`src/hw/rtl/tbrl_pkg.sv`:
```
package tbrl_pkg;

    // One second in nanoseconds
    localparam logic [31:0] NS_PER_SEC = 32'd1000000000;

    // Regeneration sums are held saturated at 2^33, which is above any capacity
    localparam logic [33:0] GAIN_SAT = 34'h2_0000_0000;

    typedef enum logic [1:0] {
        OP_RESET = 2'd0,
        OP_QUERY = 2'd1,
        OP_TAKE  = 2'd2,
        OP_WAIT  = 2'd3
    } opcode_t;

    // Configuration register indexes
    localparam logic [1:0] REG_RATE = 2'd0;
    localparam logic [1:0] REG_MAX  = 2'd1;
    localparam logic [1:0] REG_INIT = 2'd2;

    typedef struct packed {
        logic [31:0] rate;
        logic [31:0] max_tokens;
        logic [31:0] init_tokens;
    } cfg_t;

    typedef struct packed {
        opcode_t     opcode;
        logic [63:0] now_nanos;
        logic [31:0] request_count;
    } request_t;

    typedef struct packed {
        logic        granted;
        logic        status;
        logic [63:0] wait_nanos;
        logic [31:0] tokens_now;
    } result_t;

    typedef struct packed {
        logic        start;
        logic [63:0] dividend;
        logic [31:0] divisor;
    } div_req_t;

    typedef struct packed {
        logic        busy;
        logic        done;
        logic [63:0] quot;
        logic [31:0] rem;
    } div_rsp_t;

    // Add two saturated sums and saturate again
    function automatic logic [33:0] sat_add(input logic [33:0] a, input logic [33:0] b);
        logic [34:0] s;
        s = {1'b0, a} + {1'b0, b};
        return (s > {1'b0, GAIN_SAT}) ? GAIN_SAT : s[33:0];
    endfunction

endpackage

```
`src/hw/rtl/tbrl_div.sv`:
```
module tbrl_div
    import tbrl_pkg::*;
(
    input  logic     clk,
    input  logic     rst_n,
    input  div_req_t req,
    output div_rsp_t rsp
);

    logic        busy_reg;
    logic        done_reg;
    logic [5:0]  cnt_reg;
    logic [63:0] num_reg;
    logic [31:0] rem_reg;
    logic [31:0] den_reg;

    logic [32:0] trial;
    logic        qbit;
    logic [32:0] diff;

    // One restoring step: shift in the next dividend bit, subtract if it fits
    assign trial = {rem_reg, num_reg[63]};
    assign qbit  = (trial >= {1'b0, den_reg});
    assign diff  = trial - {1'b0, den_reg};

    // Control: run 64 steps per request
    always_ff @(posedge clk or negedge rst_n)
    begin
        if (!rst_n)
        begin
            busy_reg <= 1'b0;
            done_reg <= 1'b0;
            cnt_reg  <= '0;
        end
        else if (req.start)
        begin
            busy_reg <= 1'b1;
            done_reg <= 1'b0;
            cnt_reg  <= '0;
        end
        else if (busy_reg)
        begin
            cnt_reg <= cnt_reg + 6'd1;
            if (cnt_reg == 6'd63)
            begin
                busy_reg <= 1'b0;
                done_reg <= 1'b1;
            end
        end
        else
        begin
            done_reg <= 1'b0;
        end
    end

    // Datapath: quotient bits shift into the dividend register
    always_ff @(posedge clk)
    begin
        if (req.start)
        begin
            num_reg <= req.dividend;
            rem_reg <= '0;
            den_reg <= req.divisor;
        end
        else if (busy_reg)
        begin
            num_reg <= {num_reg[62:0], qbit};
            rem_reg <= qbit ? diff[31:0] : trial[31:0];
        end
    end

    assign rsp.busy = busy_reg;
    assign rsp.done = done_reg;
    assign rsp.quot = num_reg;
    assign rsp.rem  = rem_reg;

    a_no_restart: assert property (@(posedge clk) disable iff (!rst_n)
        req.start |-> !busy_reg)
        else $error("divider started while busy");

    a_done_idle: assert property (@(posedge clk) disable iff (!rst_n)
        done_reg |-> !busy_reg)
        else $error("divider done while busy");

endmodule

```
`config.mk`:
```
export PLATFORM = sky130hd
export DESIGN_NAME = tbrl_div
export DESIGN_NICKNAME = d
export VERILOG_FILES = /design/src/hw/rtl/tbrl_pkg.sv /design/src/hw/rtl/tbrl_div.sv
export SDC_FILE = /design/constraint.sdc
export NUM_CORES = 1
export LEC_CHECK = 0
export BUFFER_PORTS_ARGS = -buffer_cell sky130_fd_sc_hd__buf_2
export CAP_MARGIN = 10
export CORE_MARGIN = 2
export CORE_UTILIZATION = 40
export CTS_CLUSTER_SIZE = 28
export DETAILED_ROUTE_END_ITERATION = 6
export GPL_ROUTABILITY_DRIVEN = 0
export SKIP_CTS_REPAIR_TIMING = 1
export SYNTH_ARGS = -nofsm -noshare
export SYNTH_HDL_FRONTEND = slang
export SYNTH_SLANG_ARGS = --single-unit
```
`constraint.sdc`:
```
create_clock -name clk -period 3.2 [get_ports clk]
set_input_delay 0.16 -clock clk [delete_from_list [all_inputs] [get_ports clk]]
set_output_delay 0.16 -clock clk [all_outputs]
set_load 0.005 [all_outputs]
```
==> flow_summary.toml <==
[status]
outcome = "complete, no violations"

[timing]
rsz0062_at_grt = "false"
slew_violations = 0
worstMarginPinSlew_ps = 827
final.min_clock_period_ps = 2990
fin_tns_setup_ps = 0
max_freq_mhz = 335
min_period_over_period = 0.934
finClkSkew_ps = 11.4
timing.max_slew.rel_slack = 0.448
setup_ws_ps = 211
final_hold_viol_count = 0
setup_viol = 0

[clocking]
cts_made_buffers = 17
clock-sinks = 136
htreeDepth = 4
clk_latency_ps = 430
cts_tree = "yes"
cts.path.max_buffers = 2
cts.root.buffer_cell = "clkbuf_16"
path_clk_slew_ps = 60

[grt]
grt_pass1_wl_um = 29000
grt_start_max_net_pins = 140
grt_usage = 0.186
grt_pass1_vias = 5749
antenna_found_initial = 3
gr-total-overflow = 0

[placed_design]
dp_hpwl_um = 12900
place_inst = 1052
port_buffers = 196
dp_slack_ps = 120

[die]
rows = 49
die_area_mm2 = 0.0193
die_w_um = 139
core_area_mm2 = 0.0179
start_util = 0.408
ios = 197
die_y_um = 139

[worst_setup_path]
path_class = "flip-flop to flip-flop"
critPathCaptureType = "flip-flop"
cp.arrival_ps = 3330
worstSetupStartpointType = "flip-flop"
required_ps = 3540
critical_path_peak_fanout = 6

[synth]
synthAdderAreaFrac = 0.0593
synth_compound_area_frac = 0.136
synth-edff-count = 96
postSynthRegisterBits = 136
syn_avg_cell_area_um2 = 11.2
yosys_warnings = 0
synthSimpleGateAreaFrac = 0.0969
synth_fp_nets = 784
synth_common_cells = "edfxtp_1 (96), mux2_2 (69), nor2_1 (58)"
synth.mux.area_fraction = 0.128
async_flop_share = 0.0588
synthCells = 651
synthXorXnorAreaFrac = 0.0312
synth_ff_type = "edfxtp_1"
synth_most_common_cell = "edfxtp_1"
synth.distinct_cells = 58
synthTopCellsByArea = "edfxtp_1 (40%), mux2_2 (11%), dfxtp_1 (8.8%)"
synth_top_cell_area_share = 0.395
syn_area_mm2 = 0.00730
seq_area_frac_synth = 0.510
synth.largest_area_cell = "edfxtp_1"
synth_top_family_by_area = "compound AO/OA/AOI/OAI gates"

[job]
cap_violations = 0

[detailed_routing]
drtIter0Drc = 405
drtPass1Iterations = 5
dr_total_vias = 5748
viasPerCell = 5.15
totalWireLength_um = 17900
drt-wirelength-per-cell_um = 16.1
route.detailed.drc = 0
ant_nets = 0

[cells_and_area]
fin_nets = 1008
largest_reg_flops = 64
drive_above_1_share = 0.358
final_util = 0.526
syn_to_final_growth_pct = 29.2
antenna_cells = 0
final_cells = 1117

[pwr]
ir_worst_vdd_uv = 432
p_leak_uw = 0.00427
power_density_mw_per_mm2 = 683

[worst_hold_path]
hold_path_class = "input pin to flip-flop"
## critical path: stages, from the launching register on
cell and delay [ps]:
edfxtp_1 360, inv_1 50, ha_1 220, fa_1 410
nor2b_1 210, o2111ai_1 190, nand2_2 170, a2111oi_4 90
nor2_4 230, a21oi_2 90, o32ai_1 330, mux2_4 340
a211oi_2 220
## power breakdown
group	total, uW	leakage [uW]	switching [uW]	internal [uW]
Sequential	2380	0.00136	212	2160
Combinational	2160	0.00264	1120	1040
Clock	1900	0.000270	813	1090
## through the flow
step / area (um2) / power [uW] / hold slack (ps)
2_1_floorplan: 7300 / 3840 / -136
3_3_place_gp: 8520 / 4500 / 8.68
3_5_place_dp: 8520 / 4530 / 17.5
4_1_cts: 9090 / 6460 / -439
5_1_grt: 9430 / 6850 / 16.9
6_report: 9430 / 6440 / 30.5
## final cells by class
class / count / area, um2
tap: 229 / 287
inverter: 40 / 150
clock buffer: 18 / 429
timing repair buffer: 235 / 1400
sequential: 136 / 3720
clock inverter: 14 / 136
fill: 1634 / 8480
multi-input combinational: 445 / 3300
## path summary, 6_finish.rpt
check | from | endpoint | slack, ps | cells past startpoint
worst min register to register | rem_reg[26] | rem_reg[26] | 520 | 2
worst max-delay path | num_reg[63] | rem_reg[30] | 210 | 12
min in group asynchronous | rst_n | cnt_reg[2] | 110 | 2
worst min-delay path | req[32] | num_reg[0] | 30 | 3
worst max register to register | num_reg[63] | rem_reg[30] | 210 | 12
max in group asynchronous | rst_n | busy_reg | 2900 | 2
## metal layers
metal | vias to the layer above | track usage | routed length, um
met5 | - | 0 | 32
met3 | 33 | 0.0722 | 1330
li1 | 2855 | - | -
met2 | 205 | 0.311 | 8550
met4 | 6 | 0.0564 | 308
met1 | 2649 | 0.222 | 7710
## layout by cell type (no fill, tap or decap), types with 8 or more instances in the layout
master and instances:
xnor2_1 12, clkbuf_16 17, inv_6 8, nand3_1 8, o21ai_0 20, dfxtp_1 32
xor2_1 14, nand2_1 34, a211oi_1 25, mux2i_1 14, mux2_2 69, buf_2 195
edfxtp_1 96, a21o_1 9, nor3_1 10, and3_1 9, a21oi_1 53, ha_1 33
dlygate4sd3_1 33, inv_1 39, nor2_1 58
## kinds of logic (layout without fill, tap and decap cells)
kind of cell	after synthesis	in the layout
XOR/XNOR	26	26
AO/OA/AOI/OAI	149	149
multiplexers	84	84
flip-flops	136	136
buffers and inverters	70	307
AND/OR/NAND/NOR	152	152
adder cells (fa/ha/maj)	34	34
No activity file was read; power rests on OpenSTA's default activity.
